[config.mk]
export PLATFORM = sky130hd
export DESIGN_NAME = interval_set_merge_table
export DESIGN_NICKNAME = d
export VERILOG_FILES = /design/src/design/isms_pkg.sv /design/src/design/interval_set_merge_table.sv /design/src/design/isms_ram.sv /design/src/design/isms_cmp.sv
export VERILOG_INCLUDE_DIRS = /design/src /design/src/design
export SDC_FILE = /design/constraint.sdc
export NUM_CORES = 2
export LEC_CHECK = 0
export ABC_AREA = 1
export ABC_CLOCK_PERIOD_IN_PS = 6700
export BUFFER_PORTS_ARGS = -buffer_cell sky130_fd_sc_hd__buf_2
export CAP_MARGIN = 20
export CORE_AREA = 2 2 324 358
export DETAILED_ROUTE_END_ITERATION = 6
export DIE_AREA = 0 0 326 360
export HOLD_SLACK_MARGIN = 0.06
export PLACE_DENSITY_LB_ADDON = 0.1
export SLEW_MARGIN = 40
export SYNTH_ARGS = -nofsm -noshare
export SYNTH_HDL_FRONTEND = slang
export SYNTH_HIERARCHICAL = 1
export SYNTH_SLANG_ARGS = --single-unit
[constraint.sdc]
create_clock -name clock -period 6.7 [get_ports clock]
set_input_delay 1.005 -clock clock [delete_from_list [all_inputs] [get_ports clock]]
set_output_delay 1.005 -clock clock [all_outputs]
set_load 0.01 [all_outputs]
[src/design/interval_set_merge_table_defines.svh]
// -----------------------------------------------------------------------------
// Interval set merge table assertion macros
// Shared property forms for the table's concurrent checks.
// -----------------------------------------------------------------------------
`ifndef INTERVAL_SET_MERGE_TABLE_DEFINES_SVH
`define INTERVAL_SET_MERGE_TABLE_DEFINES_SVH

// same-cycle implication
`define ISMS_ASSERT_IMPLY(label, clk, rst, ante, cons) \
   label: assert property (@(posedge clk) disable iff (rst) (ante) |-> (cons)) \
      else $error("interval set merge table check failed");

// next-cycle implication
`define ISMS_ASSERT_NEXT(label, clk, rst, ante, cons) \
   label: assert property (@(posedge clk) disable iff (rst) (ante) |=> (cons)) \
      else $error("interval set merge table check failed");

`endif

[src/design/isms_pkg.sv]
// -----------------------------------------------------------------------------
// Interval set merge table package
// Sizes, request and response types, entry layout and key conversion.
// -----------------------------------------------------------------------------
package isms_pkg;

   localparam int MAX_INTERVALS = 16;
   localparam int COORD_WIDTH   = 32;

   localparam int FIELD_W = 32;
   localparam int KIND_W  = 2;
   localparam int USED_W  = 5;
   localparam int IDX_W   = (MAX_INTERVALS > 1) ? $clog2(MAX_INTERVALS) : 1;
   localparam int CNT_W   = $clog2(MAX_INTERVALS + 1);
   localparam int ENTRY_W = 2 * COORD_WIDTH;

   localparam logic [KIND_W-1:0] KIND_INCLUDE    = 2'd0;
   localparam logic [KIND_W-1:0] KIND_INTERSECTS = 2'd1;
   localparam logic [KIND_W-1:0] KIND_CONTAINS   = 2'd2;

   typedef logic [COORD_WIDTH-1:0] key_type;
   typedef logic [IDX_W-1:0]       idx_type;
   typedef logic [CNT_W-1:0]       cnt_type;

   typedef struct packed {
      logic [KIND_W-1:0]         kind;
      logic signed [FIELD_W-1:0] range_begin;
      logic signed [FIELD_W-1:0] range_end;
   } req_type;

   typedef struct packed {
      logic              answer;
      logic              status;
      logic [USED_W-1:0] entries_used;
   } rsp_type;

   typedef struct packed {
      key_type lo;
      key_type hi;
   } entry_type;

   typedef struct packed {
      logic lo_le_e;
      logic lo_le_b;
      logic hi_ge_b;
      logic hi_ge_e;
      logic lo_lt_nb;
      logic hi_gt_ne;
   } cmp_flags_type;

   localparam key_type KEY_SIGN = key_type'(1) << (COORD_WIDTH - 1);

   function automatic key_type to_key(input logic signed [FIELD_W-1:0] v);
      key_type k;
      k = key_type'(v);
      return k ^ KEY_SIGN;
   endfunction

endpackage

[src/design/interval_set_merge_table.sv]
// -----------------------------------------------------------------------------
// Interval set merge table: sorted disjoint interval store with merge/query
// Query: scans the stored entries in order, one stored entry compared per cycle.
// Include: a scan, then entries shifted up before the place or copied down after it.
// One request at a time; throughput set by the single table read port.
// Reset clears the entry count and control; table contents are not cleared.
// -----------------------------------------------------------------------------
`include "interval_set_merge_table_defines.svh"

module interval_set_merge_table import isms_pkg::*; (
   input  logic    clock,
   input  logic    reset,
   input  logic    req_valid,
   output logic    req_ready,
   input  req_type req_data,
   output logic    rsp_valid,
   input  logic    rsp_ready,
   output rsp_type rsp_data
);

   typedef enum logic [6:0] {
      ST_IDLE       = 7'b0000001,
      ST_SCAN       = 7'b0000010,
      ST_SHIFT_PREP = 7'b0000100,
      ST_SHIFT      = 7'b0001000,
      ST_PLACE      = 7'b0010000,
      ST_COPY       = 7'b0100000,
      ST_RESP       = 7'b1000000
   } state_type;

   state_type         state_ff, state_in;
   logic [KIND_W-1:0] kind_ff, kind_in;
   key_type           b_ff, b_in, e_ff, e_in, nb_ff, nb_in, ne_ff, ne_in;
   cnt_type           p_ff, p_in, k_ff, k_in, i_ff, i_in, s_ff, s_in;
   cnt_type           count_ff, count_in;
   logic              absorb_ff, absorb_in;
   logic              answer_ff, answer_in, status_ff, status_in;
   logic              rsp_valid_ff, rsp_valid_in;
   rsp_type           rsp_data_ff, rsp_data_in;

   logic              wr_en;
   idx_type           wr_addr, rd_addr;
   logic [ENTRY_W-1:0] wr_data, rd_data;
   entry_type         entry;
   cmp_flags_type     flags;
   logic              at_end, absorb_now, rsp_load;
   cnt_type           new_count;

   assign entry = entry_type'(rd_data);

   isms_ram #(
      .DATA_W (ENTRY_W),
      .DEPTH  (MAX_INTERVALS)
   ) u_ram (
      .clock   (clock),
      .wr_en   (wr_en),
      .wr_addr (wr_addr),
      .wr_data (wr_data),
      .rd_addr (rd_addr),
      .rd_data (rd_data)
   );

   isms_cmp u_cmp (
      .entry  (entry),
      .b_key  (b_ff),
      .e_key  (e_ff),
      .nb_key (nb_ff),
      .ne_key (ne_ff),
      .flags  (flags)
   );

   assign req_ready  = (state_ff == ST_IDLE);
   assign at_end     = (p_ff == count_ff);
   assign absorb_now = !at_end && flags.lo_le_e && (absorb_ff || flags.hi_ge_b);
   assign new_count  = count_ff - k_ff + cnt_type'(1);
   assign rsp_load   = (state_ff == ST_RESP) && (!rsp_valid_ff || rsp_ready);

   always_comb begin
      state_in  = state_ff;
      kind_in   = kind_ff;
      b_in      = b_ff;
      e_in      = e_ff;
      nb_in     = nb_ff;
      ne_in     = ne_ff;
      p_in      = p_ff;
      k_in      = k_ff;
      i_in      = i_ff;
      s_in      = s_ff;
      absorb_in = absorb_ff;
      answer_in = answer_ff;
      status_in = status_ff;
      count_in  = count_ff;
      wr_en     = 1'b0;
      wr_addr   = '0;
      wr_data   = rd_data;
      rd_addr   = '0;

      unique case (state_ff)
         ST_IDLE: begin
            if (req_valid) begin
               kind_in   = req_data.kind;
               b_in      = to_key(req_data.range_begin);
               e_in      = to_key(req_data.range_end);
               nb_in     = to_key(req_data.range_begin);
               ne_in     = to_key(req_data.range_end);
               p_in      = '0;
               k_in      = '0;
               absorb_in = 1'b0;
               answer_in = 1'b0;
               status_in = 1'b0;
               if (req_data.kind == KIND_INCLUDE || req_data.kind == KIND_INTERSECTS ||
                   req_data.kind == KIND_CONTAINS) begin
                  state_in = ST_SCAN;
               end else begin
                  state_in = ST_RESP;
               end
            end
         end

         ST_SCAN: begin
            rd_addr = idx_type'(p_ff + cnt_type'(1));
            unique case (kind_ff)
               KIND_INTERSECTS: begin
                  if (at_end || !flags.lo_le_e) begin
                     state_in = ST_RESP;
                  end else if (flags.hi_ge_b) begin
                     answer_in = 1'b1;
                     state_in  = ST_RESP;
                  end else begin
                     p_in = p_ff + cnt_type'(1);
                  end
               end
               KIND_CONTAINS: begin
                  if (at_end || !flags.lo_le_b) begin
                     state_in = ST_RESP;
                  end else if (flags.hi_ge_e) begin
                     answer_in = 1'b1;
                     state_in  = ST_RESP;
                  end else begin
                     p_in = p_ff + cnt_type'(1);
                  end
               end
               default: begin
                  if (absorb_now) begin
                     nb_in     = flags.lo_lt_nb ? entry.lo : nb_ff;
                     ne_in     = flags.hi_gt_ne ? entry.hi : ne_ff;
                     k_in      = k_ff + cnt_type'(1);
                     absorb_in = 1'b1;
                     p_in      = p_ff + cnt_type'(1);
                  end else if (!at_end && !absorb_ff && !flags.hi_ge_b) begin
                     p_in = p_ff + cnt_type'(1);
                  end else begin
                     i_in = p_ff - k_ff;
                     if (k_ff != '0) begin
                        s_in     = p_ff;
                        state_in = ST_PLACE;
                     end else if (count_ff == cnt_type'(MAX_INTERVALS)) begin
                        status_in = 1'b1;
                        state_in  = ST_RESP;
                     end else if (count_ff > p_ff) begin
                        s_in     = count_ff - cnt_type'(1);
                        state_in = ST_SHIFT_PREP;
                     end else begin
                        state_in = ST_PLACE;
                     end
                  end
               end
            endcase
         end

         ST_SHIFT_PREP: begin
            rd_addr  = idx_type'(s_ff);
            state_in = ST_SHIFT;
         end

         ST_SHIFT: begin
            rd_addr = idx_type'(s_ff - cnt_type'(1));
            wr_en   = 1'b1;
            wr_addr = idx_type'(s_ff + cnt_type'(1));
            if (s_ff == i_ff) begin
               state_in = ST_PLACE;
            end else begin
               s_in = s_ff - cnt_type'(1);
            end
         end

         ST_PLACE: begin
            rd_addr = idx_type'(s_ff);
            wr_en   = 1'b1;
            wr_addr = idx_type'(i_ff);
            wr_data = {nb_ff, ne_ff};
            if (k_ff != '0 && s_ff < count_ff) begin
               state_in = ST_COPY;
            end else begin
               state_in = ST_RESP;
            end
         end

         ST_COPY: begin
            rd_addr = idx_type'(s_ff + cnt_type'(1));
            wr_en   = 1'b1;
            wr_addr = idx_type'(s_ff - k_ff + cnt_type'(1));
            if (s_ff + cnt_type'(1) == count_ff) begin
               state_in = ST_RESP;
            end else begin
               s_in = s_ff + cnt_type'(1);
            end
         end

         ST_RESP: begin
            if (rsp_load) begin
               if (kind_ff == KIND_INCLUDE && !status_ff) begin
                  count_in = new_count;
               end
               state_in = ST_IDLE;
            end
         end

         default: begin
            state_in = ST_IDLE;
         end
      endcase
   end

   always_comb begin
      rsp_data_in = rsp_data_ff;
      if (rsp_load) begin
         rsp_data_in.answer = answer_ff;
         rsp_data_in.status = status_ff;
         if (kind_ff == KIND_INCLUDE && !status_ff) begin
            rsp_data_in.entries_used = USED_W'(new_count);
         end else begin
            rsp_data_in.entries_used = USED_W'(count_ff);
         end
      end
   end

   assign rsp_valid_in = rsp_load || (rsp_valid_ff && !rsp_ready);

   always_ff @(posedge clock) begin
      if (reset) begin
         state_ff     <= ST_IDLE;
         count_ff     <= '0;
         rsp_valid_ff <= 1'b0;
      end else begin
         state_ff     <= state_in;
         count_ff     <= count_in;
         rsp_valid_ff <= rsp_valid_in;
      end
   end

   always_ff @(posedge clock) begin
      kind_ff     <= kind_in;
      b_ff        <= b_in;
      e_ff        <= e_in;
      nb_ff       <= nb_in;
      ne_ff       <= ne_in;
      p_ff        <= p_in;
      k_ff        <= k_in;
      i_ff        <= i_in;
      s_ff        <= s_in;
      absorb_ff   <= absorb_in;
      answer_ff   <= answer_in;
      status_ff   <= status_in;
      rsp_data_ff <= rsp_data_in;
   end

   assign rsp_valid = rsp_valid_ff;
   assign rsp_data  = rsp_data_ff;

   `ISMS_ASSERT_IMPLY(a_scan_in_range, clock, reset, state_ff == ST_SCAN, p_ff <= count_ff)
   `ISMS_ASSERT_IMPLY(a_count_bound, clock, reset, 1'b1,
                      count_ff <= cnt_type'(MAX_INTERVALS))
   `ISMS_ASSERT_NEXT(a_drop_when_full, clock, reset, rsp_load && status_ff,
                     rsp_data_ff.entries_used == USED_W'(MAX_INTERVALS) && !rsp_data_ff.answer)
   `ISMS_ASSERT_NEXT(a_busy_after_accept, clock, reset, req_valid && req_ready,
                     state_ff != ST_IDLE)

endmodule

[src/design/isms_ram.sv]
// -----------------------------------------------------------------------------
// Generic single-port-write RAM
// One write port, one read port with registered read data.
// -----------------------------------------------------------------------------
module isms_ram #(
   parameter int DATA_W = 8,
   parameter int DEPTH  = 16,
   localparam int ADDR_W = (DEPTH > 1) ? $clog2(DEPTH) : 1
) (
   input  logic              clock,
   input  logic              wr_en,
   input  logic [ADDR_W-1:0] wr_addr,
   input  logic [DATA_W-1:0] wr_data,
   input  logic [ADDR_W-1:0] rd_addr,
   output logic [DATA_W-1:0] rd_data
);

   logic [DATA_W-1:0] mem_ff [DEPTH];
   logic [DATA_W-1:0] rd_data_ff;

   always_ff @(posedge clock) begin
      if (wr_en) begin
         mem_ff[wr_addr] <= wr_data;
      end
      rd_data_ff <= mem_ff[rd_addr];
   end

   assign rd_data = rd_data_ff;

endmodule

[src/design/isms_cmp.sv]
// -----------------------------------------------------------------------------
// Interval set merge table compare unit
// Orders one stored entry against the request range and the merged range.
// -----------------------------------------------------------------------------
module isms_cmp import isms_pkg::*; (
   input  entry_type     entry,
   input  key_type       b_key,
   input  key_type       e_key,
   input  key_type       nb_key,
   input  key_type       ne_key,
   output cmp_flags_type flags
);

   always_comb begin
      flags.lo_le_e  = entry.lo <= e_key;
      flags.lo_le_b  = entry.lo <= b_key;
      flags.hi_ge_b  = entry.hi >= b_key;
      flags.hi_ge_e  = entry.hi >= e_key;
      flags.lo_lt_nb = entry.lo < nb_key;
      flags.hi_gt_ne = entry.hi > ne_key;
   end

endmodule

After elaboration in Yosys (flattened, before gate mapping)
Memories as Yosys holds them, arrays and structs flattened. A register that Yosys moved wholly into a read port is not among the register bits.
Cells that the tools add are included.
W data, S select, Z words.
Word-level totals
  memory bits (writable): 1024
  register bits after elaboration: 173
  bits of input ports: 70
  memories kept: 1
  word-level logic and storage cells: 198
  output and inout bits: 9
Cells by class
  reductions and logical operators: 42
  $lt $le $gt $ge: 8
  add/sub/neg operators: 10
  bitwise gates (word level): 5
  eq/ne operators: 43
  mux-type cells: 71
Memory list
  u_ram.mem_ff: words 16, width 64, read ports 1, clocked after Yosys merged registers in 1, write ports 1, RTL line isms_ram.sv:18  | logic [DATA_W-1:0] mem_ff [DEPTH];
Operator list (number)
  $mux W32: 8
  $pmux W32 S2: 2
  $mux W7: 14
  $mux W5: 19
  $ge A32 B32 Y1: 2
  $le A32 B32 Y1: 2
  $mux W64: 1
  $pmux W7 S7: 1
  $gt A32 B32 Y1: 1
  $lt A32 B32 Y1: 1
  $pmux W5 S2: 3
  $ne A2 B2 Y1 const B: 14
  $ne A3 B3 Y1 const B: 9
  $reduce_and A7 Y1: 3
  $add A5 B1 Y5 const B: 4
  $ne A4 B4 Y1 const B: 4
  $pmux W4 S4: 1
  $reduce_and A8 Y1: 2
  $eq A5 B5 Y1: 3
  $mux W1: 15
  $pmux W5 S3: 1
  $pmux W7 S2: 1
  $pmux W4 S3: 1
  $reduce_and A5 Y1: 2
  other kinds (30): 65

Depth between registers and ports, before layout
  depth after elaboration: 8
  gate-level depth with buffers: 22
  gate-level depth less buffers: 22

Hierarchy
The synthesis kept the hierarchy.
Modules (own cells, without submodules)
  isms_ram: cells each 4211, area an instance 45144.5 um^2, times used 1, seq. area each 32030.7 um^2
  interval_set_merge_table: cells each 930, area an instance 8876.0 um^2, times used 1, seq. area each 5064.9 um^2
  isms_cmp: cells each 728, area an instance 4733.3 um^2, times used 1, seq. area each 0.0 um^2

Least setup slack after synthesis
Ideal clock, no wire load.
  path type: register to register
  start: reg s_ff[1]
  end: mem u_ram/mem_ff[7][0] in the netlist's numbering (enable)
  data required time: 6.213 ns
  data arrival time: 4.742 ns
  library setup time: 0.487 ns
  buffers on the path: 0
  stages on the path, launching flop included: 12
  period minus slack after synthesis: 5.229 ns
  setup slack: 1.471 ns
  cell sequence: edfxtp_1 > inv_1 > ha_1 > inv_1 > ha_1 > fa_1 > xnor2_1 > xor2_1 > o221ai_1 > inv_1 > nand2_1 > nor2_1
On the way
  word-level cells in the longest chain between the ends: 3
  elaborated cells on any way between the ends: 4
  classes of those cells: 3 x add/sub; 1 x mux
Ends and longest elaborated chain
  start, declared: RTL line interval_set_merge_table.sv:34  | cnt_type p_ff, p_in, k_ff, k_in, i_ff, i_in, s_ff, s_in;
  start signal, assigned: RTL line interval_set_merge_table.sv:261  | s_ff <= s_in;
  $sub A4 B4 Y4: RTL line interval_set_merge_table.sv:202  | wr_addr = idx_type'(s_ff - k_ff + cnt_type'(1));
  $add A4 B1 Y4: RTL line interval_set_merge_table.sv:202
  $pmux W4 S3 *: RTL line interval_set_merge_table.sv:98  | unique case (state_ff)
  via wr_addr[3]: RTL line interval_set_merge_table.sv:42  | idx_type wr_addr, rd_addr;
  end, declared: RTL line isms_ram.sv:18
Mark *: on every way through the listed nets, which the timed path passes. The rest lies on a longest branch.

Final worst setup path
  start: reg state_ff[4]
  end: reg u_ram.rd_data_ff[47] (netlist: u_ram/rd_data[47]), read port of u_ram.mem_ff
On the way
  word-level cells in the longest chain between the ends: 3
  elaborated cells on any way between the ends: 7
  classes of those cells: 5 x eq/ne; 1 x mux; 1 x reduce/logical
Ends and longest elaborated chain
  start, declared: RTL line interval_set_merge_table.sv:31  | state_type state_ff, state_in;
  start signal, assigned: RTL line interval_set_merge_table.sv:246  | state_ff <= state_in;
  $eq A7 B5 Y1 or $eq A7 B3 Y1 (tied branches): RTL line interval_set_merge_table.sv:98
  $reduce_or A2 Y1 (no source line)
  $pmux W4 S4 *: RTL line interval_set_merge_table.sv:98
  via rd_addr[0]: RTL line interval_set_merge_table.sv:42
  end, declared: RTL line isms_ram.sv:19  | logic [DATA_W-1:0] rd_data_ff;
Marks and branches as above.
A chain may end at the register's enable or synchronous reset.

==> summary.md <==
| Metric | Value |
|---|---|
| Antenna-violating nets left | 0 |
| Hold_buf cts | 0 |
| RSZ-0062 raised after global routing | no |
| Seq/Total Area, Yosys | 0.631 |
| Syn avg cell area | 10.0 um^2 |
| VDD IR max | 0.000236 V |
| Required @ worst endpoint | ~7300 ps |
| Initial Utilization | 0.517 |
| Detailed Route Iter0 Violations | about 4400 |
| PnR worst setup slack | 2090 ps |
| Die extent in y | between 300 and 400 um |
| Post-route DRC | 0 |
| CTS Buffer Depth | 3 |
| Post-synth EDFFs | 1184 |
| Critical path peak fanout | roughly 120 |
| Leading area contributor after synthesis | edfxtp_1 |
| Yosys warns | 6 |
| First-pass GRT wire length | 241 mm |
| Post-CTS Resized | 0 |
| Slew headroom | 0.353 |
| Cell Rows | 130 |
| H-tree levels | 4 |
| Worst-skew pair later-pin latency | 760 ps |
| Vias | 40700 |
| All-layer global routing usage | 0.274 |
| Cell Pwr Density | 377 nW/um^2 |
| Hold Crit Class | in -> reg |
| CTS Buf Count | ~130 |
| F_max | 217 MHz |
| Number of global-route vias before repair | between 30000 and 40000 |
| CTS tree | built |
| Clk slew on worst S/H paths | 60 ps |
| FFs w/ async S/R, synth | 0 |
| Status | completed |
| #FFs+latches synth | 1261 |
| Sink Count | 1261 |
| Cell count after synthesis | 5869 |
| Leak | about 0.029 uW |
| Routed vias/inst | between 5 and 6 |
| Fin. max-slew vios | 0 |
| FF+latch area | approximately 37000 um^2 |
| Setup TNS | 0 ps |
| # port buffers | 78 |
| Multi-input gate area | 16400 um^2 |
| CP endpoint kind | flip-flop |
| Post-placement cell count | 7341 |
| Final setup violating endpoints | 0 |
| Count leader, synth | nand2_1 |
| Top cell type's share of synthesized area | 0.605 |
| Largest net degree at the start of global routing | approximately 210 |
| Crit path kind | reg -> reg |
| Final cell count without fillers | roughly 7600 |
| Width of the die | 326 um |
| Die area | approximately 120000 um^2 |
| Place WS | between 2000 and 2500 ps |
| Max_cap viols | 0 |
| Root Buffer | clkbuf_16 |
| Startpoint types | flip-flop |
| Post-CTS Setup Repair Bufs | 0 |
| GP Congestion | 0.880 |
| Final WL | 160 mm |
| Area grow syn2layout | 11.5% |
| GRT Residual Overflow | 0 |
| Syn Std Cell Area | 58800 um^2 |
| Endpoints failing hold | 0 |
| Arr. time, crit path | approximately 5300 ps |
| Worst hold start | req_data[64] |
| Post-synthesis net count | 6168 |
| Antenna violations before repair | 6 |
| Fillers | between 9000 and 10000 |
| WL per Instance | 21.1 um |
| Period utilisation layout | 0.688 |
| Reg-to-Reg Start | state_ff[4] |
| Worst setup startpoint | state_ff[4] |
| HPWL Detailed | 91.5 mm |
| Share of layout cells above drive strength 1 | 0.0764 |
| Synth top area cells | edfxtp_1, nand2_1, nand3_1 |
| Layout Nets | 6263 |
| Worst Skew | around 27 ps |
| Ports | between 70 and 80 |
| Final total power | 24700 uW |
| Post-synth top flop | edfxtp_1 |
| Router iterations before antenna repair | 6 |
| Core area | 114000 um^2 |
| Most common library cells after synthesis | nand2_1, edfxtp_1, inv_1, nand3_1, ha_1 |
| Final critical-path required period | between 4000 and 5000 ps |
| Yosys cell types | 48 |
| Slew @ Worst Pin | 971 ps |
==> power by group <==
group | internal, uW | switching, uW | total (uW) | leakage, uW
clock | 4140 | 3040 | 7180 | 0.00208
combinational | 2070 | 4510 | 6580 | 0.0151
sequential | 10200 | 703 | 10900 | 0.0114
total | 16400 | 8260 | 24700 | 0.0286
==> critical path: stages (launching register included) <==
cell,delay (ps)
dfxtp_1,360
inv_2,50
nand2_1,120
nor2_4,80
nand2_8,360
buf_16,310
nor2_1,110
a21oi_1,230
nand2_4,490
inv_16,480
buf_16,380
buf_4,570
nand2_1,130
nand3_1,100
nand3_1,90
nand3_1,110
nand2_1,60
==> cell families after synthesis <==
family | synth area share
and+or+nand+nor | 0.195
buffers and inverters | 0.0926
DFF | 0.631
AOI/OAI and AO/OA | 0.0291
adders and majority gates | 0.0492
xor gates and xnor gates | 0.00268
==> layout make-up <==
type                       count  area share
tap                         1518      0.0290
antenna                        1   0.0000382
inverter                    1080      0.0625
timing repair buffer         204      0.0272
multi-input combinational   3283       0.251
clock buffer                 191      0.0577
clock inverter                54     0.00680
sequential                  1261       0.566
==> cell usage in the layout (no fill, tap or decap), drive strengths merged, types with 10 or more instances in the layout <==
master,Yosys,layout
nand2,1732,1732
edfxtp,1184,1184
inv,1080,1089
nand3,816,816
ha,226,226
buf,219,203
clkbuf,26,192
o21ai,174,174
a21oi,116,116
nor2,111,111
dfxtp,77,77
clkinv,0,37
nand4,23,23
nor3,13,13
xor2,10,10
==> layer usage <==
| layer | up-vias | track usage | wire length (um) |
|---|---|---|---|
| met5 | - | 0 | 13 |
| met4 | 2 | 0.0793 | 4360 |
| met3 | 266 | 0.0391 | 11800 |
| met2 | 1527 | 0.431 | 73400 |
| met1 | 19600 | 0.398 | 70800 |
| li1 | 19300 | - | - |
==> per-stage QoR <==
stage | instance area (um^2) | utilization | hold WS (ps)
6_report | 65500 | 0.576 | 449
5_1_grt | 65500 | 0.576 | 413
4_1_cts | 65400 | 0.575 | 400
3_5_place_dp | 61200 | 0.538 | 464
3_3_place_gp | 60900 | 0.536 | 447
2_1_floorplan | 58800 | - | 400
==> registers in the layout, summed over array words and instances (netlist names), 2 cells and up <==
name,count
b_ff,32
count_ff,5
e_ff,32
i_ff,5
k_ff,5
kind_ff,2
nb_ff,32
ne_ff,32
p_ff,5
rsp_data,7
s_ff,5
state_ff,7
u_ram/mem_ff,1024
u_ram/rd_data,64
==> final timing paths <==
| kind | depth (start not counted) | endpoint | slack, ps |
|---|---|---|---|
| setup / recovery | 16 | u_ram/rd_data[47] | 2090 |
| hold / removal | 1 | kind_ff[0] | 450 |
| setup reg to reg | 16 | u_ram/rd_data[47] | 2090 |
| hold reg to reg | 0 | rsp_data[6] | 480 |
No activity file was read; power rests on OpenSTA's default activity.
